===== src/rtl/core/pid_sc_pkg.sv =====
package pid_sc_pkg;

  localparam int unsigned FieldWidth   = 32;
  localparam int unsigned DefDataWidth = 32;
  localparam int unsigned DefFracBits  = 16;
  localparam int unsigned CfgIdxWidth  = 3;

  localparam logic signed [FieldWidth-1:0] GainRst    = '0;
  localparam logic signed [FieldWidth-1:0] LowLimRst  = {1'b1, {(FieldWidth-1){1'b0}}};
  localparam logic signed [FieldWidth-1:0] HighLimRst = {1'b0, {(FieldWidth-1){1'b1}}};

  typedef enum logic [CfgIdxWidth-1:0] {
    REG_GAIN_P,
    REG_GAIN_I,
    REG_GAIN_D,
    REG_INTEGRAL_LOW,
    REG_INTEGRAL_HIGH,
    REG_DRIVE_LOW,
    REG_DRIVE_HIGH
  } cfg_reg_e;

  // status of a serial arithmetic unit
  typedef struct packed {
    logic busy;
    logic done;
  } unit_stat_t;

endpackage


===== src/rtl/core/pid_step_clamped_core.sv =====
// channel   direction  handshake                 payload
// in        input      in_valid_i / in_ready_o    action_i, error_sample_i, time_step_i
// out       output     out_valid_o / out_ready_i  drive_o, bad_step_o
// cfg       input      cfg_valid_i / cfg_ready_o  cfg_index_i, cfg_data_i
//
// an update item runs through the three serial gain multipliers, then load, then the serial
// derivative divider with the time step multiplier beside it, then accumulate, sum, clamp
// and the output register
// a clear item or a zero time step goes straight from idle to the output register
// one item at a time; the next item is taken while the result waits in the output register
// reset clears gains to 0, limits to full range, integral and last error to 0
// a stalled output holds the sequencer before it returns to idle
module pid_step_clamped_core #(
  parameter int unsigned DATA_WIDTH = pid_sc_pkg::DefDataWidth,
  parameter int unsigned FRAC_BITS  = pid_sc_pkg::DefFracBits
) (
  input  logic                                      clk_i,
  input  logic                                      rst_ni,
  input  logic                                      in_valid_i,
  output logic                                      in_ready_o,
  input  logic                                      action_i,
  input  logic signed [pid_sc_pkg::FieldWidth-1:0]  error_sample_i,
  input  logic        [pid_sc_pkg::FieldWidth-1:0]  time_step_i,
  output logic                                      out_valid_o,
  input  logic                                      out_ready_i,
  output logic signed [pid_sc_pkg::FieldWidth-1:0]  drive_o,
  output logic                                      bad_step_o,
  input  logic                                      cfg_valid_i,
  output logic                                      cfg_ready_o,
  input  logic        [pid_sc_pkg::CfgIdxWidth-1:0] cfg_index_i,
  input  logic        [pid_sc_pkg::FieldWidth-1:0]  cfg_data_i
);
  import pid_sc_pkg::*;

  localparam int unsigned SatBits = (DATA_WIDTH > 32) ? 32 :
                                    ((DATA_WIDTH < 16) ? 16 : DATA_WIDTH);
  localparam int unsigned WideW   = 2 * FieldWidth + 2;
  localparam int unsigned SumW    = FieldWidth + 2;
  localparam int unsigned ProdW   = 2 * FieldWidth;
  localparam logic signed [WideW-1:0] SatMax = (WideW'(1) << (SatBits - 1)) - WideW'(1);
  localparam logic signed [WideW-1:0] SatMin = ~SatMax;

  typedef enum logic [2:0] {
    ST_IDLE,
    ST_MUL,
    ST_LOAD,
    ST_DIV,
    ST_ACC,
    ST_SUM,
    ST_FIN,
    ST_OUT
  } state_e;

  typedef logic signed [FieldWidth-1:0] word_t;

  function automatic word_t sat_w(input logic signed [WideW-1:0] x);
    word_t r;
    if (x > SatMax) begin
      r = SatMax[FieldWidth-1:0];
    end else if (x < SatMin) begin
      r = SatMin[FieldWidth-1:0];
    end else begin
      r = x[FieldWidth-1:0];
    end
    return r;
  endfunction

  // upper limit is checked first; with crossed limits a value above it gets it, all else the lower
  function automatic word_t limit(input word_t v, input word_t lo, input word_t hi);
    word_t r;
    if (v > hi) begin
      r = hi;
    end else if (v < lo) begin
      r = lo;
    end else begin
      r = v;
    end
    return r;
  endfunction

  state_e state_q, state_d;

  word_t gain_p_q, gain_p_d, gain_i_q, gain_i_d, gain_d_q, gain_d_d;
  word_t int_lo_q, int_lo_d, int_hi_q, int_hi_d;
  word_t drv_lo_q, drv_lo_d, drv_hi_q, drv_hi_d;
  word_t integ_q, integ_d, last_err_q, last_err_d;
  logic  out_valid_q, out_valid_d;

  word_t                 err_q, err_d;
  logic [FieldWidth-1:0] dt_q, dt_d;
  word_t                 prop_q, prop_d, ipart1_q, ipart1_d, ipart_q, ipart_d;
  word_t                 deriv_q, deriv_d, res_q, res_d, out_drive_q, out_drive_d;
  logic                  res_bad_q, res_bad_d, out_bad_q, out_bad_d;
  logic                  dneg_q, dneg_d;
  logic [ProdW-1:0]      dmag_q, dmag_d;
  logic signed [SumW-1:0] sum_q, sum_d;

  word_t err_sat, diff;
  logic  mul_start, unit2_start;

  logic signed [ProdW-1:0] prod_p, prod_i, prod_d;
  logic signed [ProdW:0]   prod_t;
  logic [ProdW-1:0]        quot;
  logic signed [WideW-1:0] quot_ext;
  unit_stat_t              mul_p_stat, mul_i_stat, mul_d_stat, mul_t_stat, div_stat;

  assign err_sat  = sat_w(WideW'(error_sample_i));
  assign diff     = sat_w(WideW'(err_sat) - WideW'(last_err_q));
  assign quot_ext = $signed({2'b00, quot});

  pid_sc_mul #(.AW(FieldWidth), .BW(FieldWidth)) u_mul_p (
    .clk_i   (clk_i),
    .rst_ni  (rst_ni),
    .start_i (mul_start),
    .a_i     (gain_p_q),
    .b_i     (err_sat),
    .prod_o  (prod_p),
    .stat_o  (mul_p_stat)
  );

  pid_sc_mul #(.AW(FieldWidth), .BW(FieldWidth)) u_mul_i (
    .clk_i   (clk_i),
    .rst_ni  (rst_ni),
    .start_i (mul_start),
    .a_i     (gain_i_q),
    .b_i     (err_sat),
    .prod_o  (prod_i),
    .stat_o  (mul_i_stat)
  );

  pid_sc_mul #(.AW(FieldWidth), .BW(FieldWidth)) u_mul_d (
    .clk_i   (clk_i),
    .rst_ni  (rst_ni),
    .start_i (mul_start),
    .a_i     (gain_d_q),
    .b_i     (diff),
    .prod_o  (prod_d),
    .stat_o  (mul_d_stat)
  );

  pid_sc_mul #(.AW(FieldWidth), .BW(FieldWidth + 1)) u_mul_t (
    .clk_i   (clk_i),
    .rst_ni  (rst_ni),
    .start_i (unit2_start),
    .a_i     (ipart1_q),
    .b_i     ($signed({1'b0, dt_q})),
    .prod_o  (prod_t),
    .stat_o  (mul_t_stat)
  );

  pid_sc_div #(.NW(ProdW), .DW(FieldWidth)) u_div (
    .clk_i      (clk_i),
    .rst_ni     (rst_ni),
    .start_i    (unit2_start),
    .dividend_i (dmag_q),
    .divisor_i  (dt_q),
    .quot_o     (quot),
    .stat_o     (div_stat)
  );

  always_comb begin
    state_d     = state_q;
    gain_p_d    = gain_p_q;
    gain_i_d    = gain_i_q;
    gain_d_d    = gain_d_q;
    int_lo_d    = int_lo_q;
    int_hi_d    = int_hi_q;
    drv_lo_d    = drv_lo_q;
    drv_hi_d    = drv_hi_q;
    integ_d     = integ_q;
    last_err_d  = last_err_q;
    out_valid_d = out_valid_q;
    err_d       = err_q;
    dt_d        = dt_q;
    prop_d      = prop_q;
    ipart1_d    = ipart1_q;
    ipart_d     = ipart_q;
    deriv_d     = deriv_q;
    dneg_d      = dneg_q;
    dmag_d      = dmag_q;
    sum_d       = sum_q;
    res_d       = res_q;
    res_bad_d   = res_bad_q;
    out_drive_d = out_drive_q;
    out_bad_d   = out_bad_q;
    mul_start   = 1'b0;
    unit2_start = 1'b0;

    if (out_valid_q && out_ready_i) begin
      out_valid_d = 1'b0;
    end

    if (cfg_valid_i) begin
      unique case (cfg_index_i)
        REG_GAIN_P:        gain_p_d = cfg_data_i;
        REG_GAIN_I:        gain_i_d = cfg_data_i;
        REG_GAIN_D:        gain_d_d = cfg_data_i;
        REG_INTEGRAL_LOW:  int_lo_d = cfg_data_i;
        REG_INTEGRAL_HIGH: int_hi_d = cfg_data_i;
        REG_DRIVE_LOW:     drv_lo_d = cfg_data_i;
        REG_DRIVE_HIGH:    drv_hi_d = cfg_data_i;
        default: ;
      endcase
    end

    unique case (state_q)
      ST_IDLE: begin
        if (in_valid_i) begin
          err_d = err_sat;
          dt_d  = time_step_i;
          if (action_i) begin
            integ_d    = '0;
            last_err_d = '0;
            res_d      = '0;
            res_bad_d  = 1'b0;
            state_d    = ST_OUT;
          end else if (time_step_i == '0) begin
            res_d     = '0;
            res_bad_d = 1'b1;
            state_d   = ST_OUT;
          end else begin
            mul_start = 1'b1;
            state_d   = ST_MUL;
          end
        end
      end
      ST_MUL: begin
        if (mul_p_stat.done && mul_i_stat.done && mul_d_stat.done) begin
          prop_d   = sat_w(WideW'(prod_p >>> FRAC_BITS));
          ipart1_d = sat_w(WideW'(prod_i >>> FRAC_BITS));
          dneg_d   = prod_d[ProdW-1];
          dmag_d   = prod_d[ProdW-1] ? $unsigned(-prod_d) : $unsigned(prod_d);
          state_d  = ST_LOAD;
        end
      end
      ST_LOAD: begin
        unit2_start = 1'b1;
        state_d     = ST_DIV;
      end
      ST_DIV: begin
        if (!mul_t_stat.busy && !div_stat.busy) begin
          ipart_d = sat_w(WideW'(prod_t >>> FRAC_BITS));
          deriv_d = dneg_q ? sat_w(-quot_ext) : sat_w(quot_ext);
          state_d = ST_ACC;
        end
      end
      ST_ACC: begin
        integ_d = limit(sat_w(WideW'(integ_q) + WideW'(ipart_q)), int_lo_q, int_hi_q);
        state_d = ST_SUM;
      end
      ST_SUM: begin
        sum_d      = SumW'(prop_q) + SumW'(integ_q) + SumW'(deriv_q);
        last_err_d = err_q;
        state_d    = ST_FIN;
      end
      ST_FIN: begin
        res_d     = limit(sat_w(WideW'(sum_q)), drv_lo_q, drv_hi_q);
        res_bad_d = 1'b0;
        state_d   = ST_OUT;
      end
      ST_OUT: begin
        if (!out_valid_q || out_ready_i) begin
          out_valid_d = 1'b1;
          out_drive_d = res_q;
          out_bad_d   = res_bad_q;
          state_d     = ST_IDLE;
        end
      end
      default: state_d = ST_IDLE;
    endcase
  end

  always_ff @(posedge clk_i or negedge rst_ni) begin
    if (!rst_ni) begin
      state_q     <= ST_IDLE;
      gain_p_q    <= GainRst;
      gain_i_q    <= GainRst;
      gain_d_q    <= GainRst;
      int_lo_q    <= LowLimRst;
      int_hi_q    <= HighLimRst;
      drv_lo_q    <= LowLimRst;
      drv_hi_q    <= HighLimRst;
      integ_q     <= '0;
      last_err_q  <= '0;
      out_valid_q <= 1'b0;
      out_drive_q <= '0;
      out_bad_q   <= 1'b0;
    end else begin
      state_q     <= state_d;
      gain_p_q    <= gain_p_d;
      gain_i_q    <= gain_i_d;
      gain_d_q    <= gain_d_d;
      int_lo_q    <= int_lo_d;
      int_hi_q    <= int_hi_d;
      drv_lo_q    <= drv_lo_d;
      drv_hi_q    <= drv_hi_d;
      integ_q     <= integ_d;
      last_err_q  <= last_err_d;
      out_valid_q <= out_valid_d;
      out_drive_q <= out_drive_d;
      out_bad_q   <= out_bad_d;
    end
  end

  always_ff @(posedge clk_i) begin
    err_q       <= err_d;
    dt_q        <= dt_d;
    prop_q      <= prop_d;
    ipart1_q    <= ipart1_d;
    ipart_q     <= ipart_d;
    deriv_q     <= deriv_d;
    dneg_q      <= dneg_d;
    dmag_q      <= dmag_d;
    sum_q       <= sum_d;
    res_q       <= res_d;
    res_bad_q   <= res_bad_d;
  end

  assign in_ready_o  = (state_q == ST_IDLE);
  assign cfg_ready_o = 1'b1;
  assign out_valid_o = out_valid_q;
  assign drive_o     = out_drive_q;
  assign bad_step_o  = out_bad_q;

  // a skipped step never carries a drive value
  a_bad_step_zero: assert property (@(posedge clk_i) disable iff (!rst_ni)
    out_valid_o && bad_step_o |-> drive_o == '0)
    else $error("bad step item with nonzero drive");

  // clear leaves the controller state at zero
  a_clear_state: assert property (@(posedge clk_i) disable iff (!rst_ni)
    in_valid_i && in_ready_o && action_i |=> integ_q == '0 && last_err_q == '0)
    else $error("clear did not zero the state");

  // with ordered limits the integral lands inside them
  a_integ_range: assert property (@(posedge clk_i) disable iff (!rst_ni)
    state_q == ST_ACC && int_lo_q <= int_hi_q |=> integ_q >= int_lo_q && integ_q <= int_hi_q)
    else $error("integral outside its limits");

  // second phase units and the proportional multiplier are quiet whenever the sequencer is idle
  a_units_idle: assert property (@(posedge clk_i) disable iff (!rst_ni)
    state_q == ST_IDLE |-> !div_stat.busy && !mul_t_stat.busy && !mul_p_stat.busy)
    else $error("arithmetic unit busy while idle");

endmodule


===== src/rtl/core/pid_sc_mul.sv =====
module pid_sc_mul #(
  parameter int unsigned AW = 32,
  parameter int unsigned BW = 32
) (
  input  logic                      clk_i,
  input  logic                      rst_ni,
  input  logic                      start_i,
  input  logic signed [AW-1:0]      a_i,
  input  logic signed [BW-1:0]      b_i,
  output logic signed [AW+BW-1:0]   prod_o,
  output pid_sc_pkg::unit_stat_t    stat_o
);
  import pid_sc_pkg::*;

  localparam int unsigned CntW = (BW > 1) ? $clog2(BW) : 1;

  logic signed [AW-1:0] a_q;
  logic signed [AW:0]   hi_q, hi_d, addend, sum;
  logic [BW-1:0]        lo_q, lo_d;
  logic [CntW-1:0]      cnt_q, cnt_d;
  logic                 busy_q, busy_d, done_q, done_d;
  logic                 last;

  // one multiplier bit per cycle, the sign bit weighs negative
  always_comb begin
    last   = (cnt_q == CntW'(BW - 1));
    addend = lo_q[0] ? {a_q[AW-1], a_q} : '0;
    sum    = last ? (hi_q - addend) : (hi_q + addend);
    hi_d   = hi_q;
    lo_d   = lo_q;
    cnt_d  = cnt_q;
    busy_d = busy_q;
    done_d = 1'b0;
    if (start_i) begin
      hi_d   = '0;
      lo_d   = b_i;
      cnt_d  = '0;
      busy_d = 1'b1;
    end else if (busy_q) begin
      hi_d  = sum >>> 1;
      lo_d  = {sum[0], lo_q[BW-1:1]};
      cnt_d = cnt_q + CntW'(1);
      if (last) begin
        busy_d = 1'b0;
        done_d = 1'b1;
      end
    end
  end

  always_ff @(posedge clk_i or negedge rst_ni) begin
    if (!rst_ni) begin
      cnt_q  <= '0;
      busy_q <= 1'b0;
      done_q <= 1'b0;
    end else begin
      cnt_q  <= cnt_d;
      busy_q <= busy_d;
      done_q <= done_d;
    end
  end

  always_ff @(posedge clk_i) begin
    if (start_i) begin
      a_q <= a_i;
    end
    hi_q <= hi_d;
    lo_q <= lo_d;
  end

  assign prod_o      = $signed({hi_q[AW-1:0], lo_q});
  assign stat_o.busy = busy_q;
  assign stat_o.done = done_q;

endmodule


===== src/rtl/core/pid_sc_div.sv =====
module pid_sc_div #(
  parameter int unsigned NW = 64,
  parameter int unsigned DW = 32
) (
  input  logic                   clk_i,
  input  logic                   rst_ni,
  input  logic                   start_i,
  input  logic [NW-1:0]          dividend_i,
  input  logic [DW-1:0]          divisor_i,
  output logic [NW-1:0]          quot_o,
  output pid_sc_pkg::unit_stat_t stat_o
);
  import pid_sc_pkg::*;

  localparam int unsigned CntW = (NW > 1) ? $clog2(NW) : 1;

  logic [DW-1:0]   rem_q, rem_d, dvs_q;
  logic [NW-1:0]   quo_q, quo_d;
  logic [DW:0]     shifted, trial;
  logic            ge;
  logic [CntW-1:0] cnt_q, cnt_d;
  logic            busy_q, busy_d, done_q, done_d;
  logic            last;

  // restoring division, one quotient bit per cycle
  always_comb begin
    last    = (cnt_q == CntW'(NW - 1));
    shifted = {rem_q, quo_q[NW-1]};
    trial   = shifted - {1'b0, dvs_q};
    ge      = (shifted >= {1'b0, dvs_q});
    rem_d   = rem_q;
    quo_d   = quo_q;
    cnt_d   = cnt_q;
    busy_d  = busy_q;
    done_d  = 1'b0;
    if (start_i) begin
      rem_d  = '0;
      quo_d  = dividend_i;
      cnt_d  = '0;
      busy_d = 1'b1;
    end else if (busy_q) begin
      rem_d = ge ? trial[DW-1:0] : shifted[DW-1:0];
      quo_d = {quo_q[NW-2:0], ge};
      cnt_d = cnt_q + CntW'(1);
      if (last) begin
        busy_d = 1'b0;
        done_d = 1'b1;
      end
    end
  end

  always_ff @(posedge clk_i or negedge rst_ni) begin
    if (!rst_ni) begin
      cnt_q  <= '0;
      busy_q <= 1'b0;
      done_q <= 1'b0;
    end else begin
      cnt_q  <= cnt_d;
      busy_q <= busy_d;
      done_q <= done_d;
    end
  end

  always_ff @(posedge clk_i) begin
    if (start_i) begin
      dvs_q <= divisor_i;
    end
    rem_q <= rem_d;
    quo_q <= quo_d;
  end

  assign quot_o      = quo_q;
  assign stat_o.busy = busy_q;
  assign stat_o.done = done_q;

endmodule

===== config.mk =====
export PLATFORM = sky130hd
export DESIGN_NAME = pid_step_clamped_core
export DESIGN_NICKNAME = d
export VERILOG_FILES = /design/src/rtl/core/pid_sc_pkg.sv /design/src/rtl/core/pid_step_clamped_core.sv /design/src/rtl/core/pid_sc_mul.sv /design/src/rtl/core/pid_sc_div.sv
export SDC_FILE = /design/constraint.sdc
export NUM_CORES = 2
export LEC_CHECK = 0
export ABC_AREA = 1
export ABC_CLOCK_PERIOD_IN_PS = 13200
export BUFFER_PORTS_ARGS = -buffer_cell sky130_fd_sc_hd__buf_2
export CAP_MARGIN = 20
export CORE_UTILIZATION = 58
export DETAILED_ROUTE_END_ITERATION = 7
export PLACE_DENSITY = 0.78
export SLEW_MARGIN = 20
export SYNTH_ARGS = -nofsm -noshare
export SYNTH_HDL_FRONTEND = slang
export SYNTH_SLANG_ARGS = --single-unit

===== constraint.sdc =====
create_clock -name clk_i -period 13.2 [get_ports clk_i]
set_input_delay 1.32 -clock clk_i [delete_from_list [all_inputs] [get_ports clk_i]]
set_output_delay 1.32 -clock clk_i [all_outputs]
set_load 0.005 [all_outputs]

==> Word level (Yosys, flattened, before mapping) <==
Cells that the tools add are included.
{ "totals": {"out_inout_bits": 36, "reg_bits": 1197, "in_bits": 105, "elab_cells": 258} }
{ "op_classes": {"n_addsub": 20, "muxes": 103, "n_lt_le_gt_ge": 23, "reduce_logical": 34, "n_eq_ne": 24} }
{ "ops": {"columns": ["operator", "n"], "rows": [
  ["$mux 32", 36],
  ["$mux 33", 8],
  ["$pmux 32 s2", 3],
  ["$add 32x33->33", 4],
  ["$sub 32x33->33", 4],
  ["$mux 64", 2],
  ["$gt 48x32->1 const B", 2],
  ["$lt 48x32->1 const B", 2],
  ["$add 32x32->33", 2],
  ["$gt 33x32->1 const B", 2],
  ["$gt 66x32->1 const B", 1],
  ["$lt 33x32->1 const B", 2],
  ["$lt 66x32->1 const B", 1],
  ["$neg 64->66", 1],
  ["$lt 65x32->1 const B", 1],
  ["$gt 32x32->1", 2],
  ["$gt 64x31->1 const B", 1],
  ["$lt 32x32->1", 2],
  ["$neg 64->64", 1],
  ["$mux 63", 1],
  ["$gt 49x32->1 const B", 1],
  ["$lt 49x32->1 const B", 1],
  ["$mux 1", 35],
  ["$add 33x32->34", 1],
  ["31 further kinds", 88]
]} }

==> Longest topological paths before layout <==
{ "logic_depth": {"ltp_word": 9, "depth_mapped": 36, "mapped_depth_nobuf": 34} }

==> By module <==
Synthesis repeated with hierarchy kept, for this count alone.
{ "hier_totals": {"hier_cells": 9186, "hier_area_um2": 73525.5} }
{ "by_module_without_submodules": {"columns": ["mod", "cells_per_inst", "n_inst", "area_per_inst_um2", "seq_area_each_um2"], "rows": [
  ["pid_step_clamped_core", 4272, 1, 37588.6, 17942.2],
  ["pid_sc_mul at u_mul_d ...", 947, 3, 6909.1, 2737.6],
  ["pid_sc_div", 1106, 1, 8132.8, 3723.6],
  ["pid_sc_mul at u_mul_t", 967, 1, 7076.8, 2792.7]
]} }

==> Worst setup path before layout <==
OpenSTA, ideal clock, no wires.
{ "synth_path": {"kind": "flip-flop to flip-flop", "start": "reg state_q[1]", "end": "reg dmag_q[0] (enable)", "arrival_ps": 12745, "path_stages_with_launch": 2, "setup_time_ps": 933, "n_path_buf": 0, "synth_period_minus_slack_ps": 13679, "setup_slack_ps": -479, "required_time_ps": 12267, "cell_sequence": "dfrtp_1 > nor4_1"} }
{ "synth_via": {"elab_chain_len": 2} }
{ "synth_rtl": {"columns": ["element", "line", "source"], "rows": [
  ["start, declared", "pid_step_clamped_core.sv:81", "state_e state_q, state_d;"],
  ["start signal, assigned", "pid_step_clamped_core.sv:289", "state_q <= state_d;"],
  ["$eq 3x1->1", "pid_step_clamped_core.sv:206", "unique case (state_q)"],
  ["$reduce_and 2->1 (no line)", null, null],
  ["end signal, assigned", "pid_step_clamped_core.sv:313", "dmag_q <= dmag_d;"],
  ["end, declared", "pid_step_clamped_core.sv:95", "logic [ProdW-1:0] dmag_q, dmag_d;"]
]} }
Every way passes these cells.
A chain may end at the register's enable or synchronous reset.

==> Final worst setup path <==
{ "layout_path": {"start": "reg integ_q[0]", "end": "reg integ_q[1]"} }
{ "layout_via": {"elab_chain_len": 9, "word_cells_on_any_way": 11, "classes_between": "add/sub (1); order compare (4); mux (6)"} }
{ "layout_rtl": {"columns": ["element", "line", "source"], "rows": [
  ["start, declared", "pid_step_clamped_core.sv:86", "word_t integ_q, integ_d, last_err_q, last_err_d;"],
  ["start signal, assigned", "pid_step_clamped_core.sv:297", "integ_q <= integ_d;"],
  ["$add 32x32->33 (*)", "pid_step_clamped_core.sv:248", "integ_d = limit(sat_w(WideW'(integ_q) + WideW'(ipart_q)), int_lo_q, int_hi_q);"],
  ["$lt 33x32->1", "pid_step_clamped_core.sv:60", "end else if (x < SatMin) begin"],
  ["$mux 32", "pid_step_clamped_core.sv:60", null],
  ["$mux 32 (*)", "pid_step_clamped_core.sv:58", "if (x > SatMax) begin"],
  ["$mux 32 (*)", "pid_step_clamped_core.sv:206", null],
  ["$lt 32x32->1", "pid_step_clamped_core.sv:73", "end else if (v < lo) begin"],
  ["$mux 32", "pid_step_clamped_core.sv:73", null],
  ["$mux 32 (*)", "pid_step_clamped_core.sv:71", "if (v > hi) begin"],
  ["$pmux 32 s2 (*)", "pid_step_clamped_core.sv:206", null]
]} }
Mark *: on every way between the ends. The rest lies on a longest branch, timed or not. The select of a mux whose other input is x is not followed.

==> impl_metrics.json <==
{
  "outcome": "finished clean",
  "clk_pin_slew_worst_paths_ns": 0.06,
  "fin_area_mm2": 0.07540,
  "worstMarginPinSlew_ns": 1.067,
  "insertion_delay_ns": 0.76,
  "startpoint_type": "flop",
  "grt.overflow.total": 0,
  "period_needed_ns": 6.616,
  "fill_cells": 9753,
  "p_per_area_mw_per_mm2": 280.7,
  "tritoncts": "yes",
  "yosysSeqAreaShare_pct": 47.27,
  "die_x_um": 346.9,
  "cts_hold_buf": 0,
  "synth.largest_area_cell": "edfxtp_1",
  "end_kind": "flop",
  "hold_viol": 0,
  "viasPerCell": 5.741,
  "netSwitchingFraction_pct": 45.28,
  "crit_slowest_cell": "nand2_2",
  "io_buffers": 139,
  "cts.sinks": 1197,
  "yosys_most_used_dff": "edfxtp_1",
  "synthMostInstantiatedCell": "nand2_1",
  "postRouteAntennaNets": 0,
  "start_util_pct": 58.51,
  "p_switching_mw": 9.584,
  "async_flop_share_pct": 30.08,
  "rsz0062_at_grt": "false",
  "drive_above_1_share_pct": 7.877,
  "syn_nets": 8485,
  "postSynthAreaPerCell_um2": 8.686,
  "cp_common_cell": "nand2_1",
  "comb_power_share_pct": 52.1,
  "core_area_mm2": 0.1179,
  "p_int_mw": 11.58,
  "synthCells": 7943,
  "slew_viol_final": 0,
  "hpwl_mm": 144.6,
  "routabilityCongestion": 0.9664,
  "total_power_mw": 21.17,
  "critPathMaxFanout": 33,
  "post-cts-setup-buffers": 0,
  "cpPeakStageDelay_ns": 0.89,
  "dieArea_mm2": 0.1203,
  "finClkSkew_ns": 0.02917,
  "finalNetCount": 8519,
  "wl_per_cell_um": 20.31,
  "cap_viol_max_count": 0,
  "peakVddDrop_v": 0.0001695,
  "grt_max_degree": 123,
  "worstPathRequired_ns": 13.87,
  "track_usage_pct": 32.38,
  "numCtsBuffers": 132,
  "num_vias": 55260,
  "worst_slew_margin_rel_pct": 27.00,
  "cts.repair.resized": 0,
  "grt_pass1_vias": 53640,
  "p_leak_nw": 35.18,
  "root_buffer": "clkbuf_16",
  "hold_ws_ns": 0.4171,
  "synth_seq_cells": 1197,
  "fmax_mhz": 151.1,
  "drtIter0Drc": 5562,
  "pwr-share-seq_pct": 30.1,
  "finalCritPeriodShare_pct": 50.12,
  "place_area_mm2": 0.07098,
  "hold_class": "reg -> reg",
  "setup_tns_ns": 0,
  "cp_data_arrival_time_ns": 7.29,
  "num_rows": 126,
  "wl_mm": 195.4,
  "ys_top_cells_by_count": "1670 x nand2_1, 1179 x inv_1, 771 x o21ai_0",
  "ios": 141,
  "syn2layout_area_growth_pct": 9.278,
  "synth_edf_count": 676,
  "yosysWarnings": 0,
  "die_y_um": 346.9,
  "syn_area_mm2": 0.06899,
  "cts.path.max_buffers": 3,
  "htreeDepth": 4,
  "p_clk_share_pct": 17.7,
  "grt_pass1_wl_mm": 302.2,
  "crit_type": "reg -> reg",
  "antenna_found_initial": 14,
  "setup_viol": 0,
  "drc_errors": 0,
  "fin_util_pct": 63.94,
  "ys_types": 84,
  "drt_first_pass_iters": 8,
  "synth.area.top_cells": "edfxtp_1 29%, dfrtp_1 11%, nand2_1 9.1%, ha_1 7.2%, inv_1 6.4%",
  "synth_top_area_share_pct": 29.42
}
==> power groups by stage <==
stage | sequential, mW | clock (mW) | combinational [mW]
floorplan | 6.08 | 0 | 8.19
global placement | 6.38 | 0 | 10.6
detailed placement | 6.42 | 0 | 10.8
CTS | 6.36 | 3.79 | 10.9
global route | 6.49 | 3.95 | 12.4
finish | 6.38 | 3.75 | 11.0
==> registers in the layout, summed over array words and instances, names as in the netlist, 33 cells and up <==
register	count
u_div.quot_o	64
dmag_q	64
sum_q	34
u_mul_t.lo_q	33
==> worst paths after layout <==
kind,from,to,slack [ns],depth (start not counted)
max in group asynchronous,rst_ni,last_err_q[20]$_DFFE_PN0P_,10.23,3
worst min-delay path,ipart1_q[11]$_SDFFCE_PN1P_,u_mul_t.a_q[11]$_DFFE_PP_,0.42,0
worst max register to register,integ_q[0]$_DFFE_PN0P_,integ_q[1]$_DFFE_PN0P_,6.58,30
min in group asynchronous,rst_ni,drive_o[12]$_DFFE_PN0P_,0.57,1
worst min register to register,ipart1_q[11]$_SDFFCE_PN1P_,u_mul_t.a_q[11]$_DFFE_PP_,0.42,0
worst max-delay path,integ_q[0]$_DFFE_PN0P_,integ_q[1]$_DFFE_PN0P_,6.58,30
==> placed cells by master, fill, tap and decap left out, drive strengths merged, types with 161 or more instances in the layout <==
cell / n
buf: 189
nor2: 487
edfxtp: 676
xor2: 321
dfrtp: 296
nand3: 226
ha: 397
o21ai: 790
a21oi: 436
dfxtp: 161
nand2: 1696
clkbuf: 171
inv: 1197
==> logic make-up (layout without fill, tap and decap cells) <==
group / count (synthesis) / count (layout) / synth area share [%]
AOI/OAI and AO/OA: 1632 / 1632 / 13.44
xor gates and xnor gates: 428 / 428 / 5.433
adders and majority gates: 437 / 437 / 8.360
buffers and inverters: 1483 / 1627 / 8.168
DFF: 1197 / 1197 / 47.27
muxes: 33 / 33 / 0.5386
other: 1 / 2 / 0.005435
and+or+nand+nor: 2732 / 2732 / 16.79
==> critical path, delay by kind of cell, from the launching register on <==
family | cells | cell delay (ns)
adder cells (fa/ha/maj) | 3 | 0.99
buffers and inverters | 3 | 0.20
flip-flops | 1 | 0.38
AO/OA/AOI/OAI | 4 | 1.05
AND/OR/NAND/NOR | 20 | 3.88
==> stage by stage <==
| step | std cells | worst slack, ns |
|---|---|---|
| finish | 9624 | 6.584 |
| global route | 9623 | 5.984 |
| CTS | 9623 | 6.698 |
| detailed placement | 9379 | 6.765 |
| global placement | 9379 | 6.881 |
| floorplan | 7943 | 4.798 |
==> per-layer routing <==
metal	share of wire [%]	vias up	wire length (um)	track usage, %
li1	-	26580	-	-
met1	41	26330	80230	42.09
met2	48	1959	92880	53.73
met3	6.9	381	13420	4.822
met4	4.5	0	8891	14.39
met5	0	-	0	0
==> cell type report <==
class,count,area (um^2),share of cell area (%)
Antenna cell,1,2.502,0.003319
Clock buffer,171,3635,4.821
Clock inverter,73,770.7,1.022
Inverter,1194,4488,5.953
Multi-Input combinational cell,5263,30880,40.96
Sequential cell,1197,32610,43.25
Tap cell,1536,1922,2.549
Timing Repair Buffer,189,1085,1.439
Note: power is estimated with default switching activity, not from simulation.
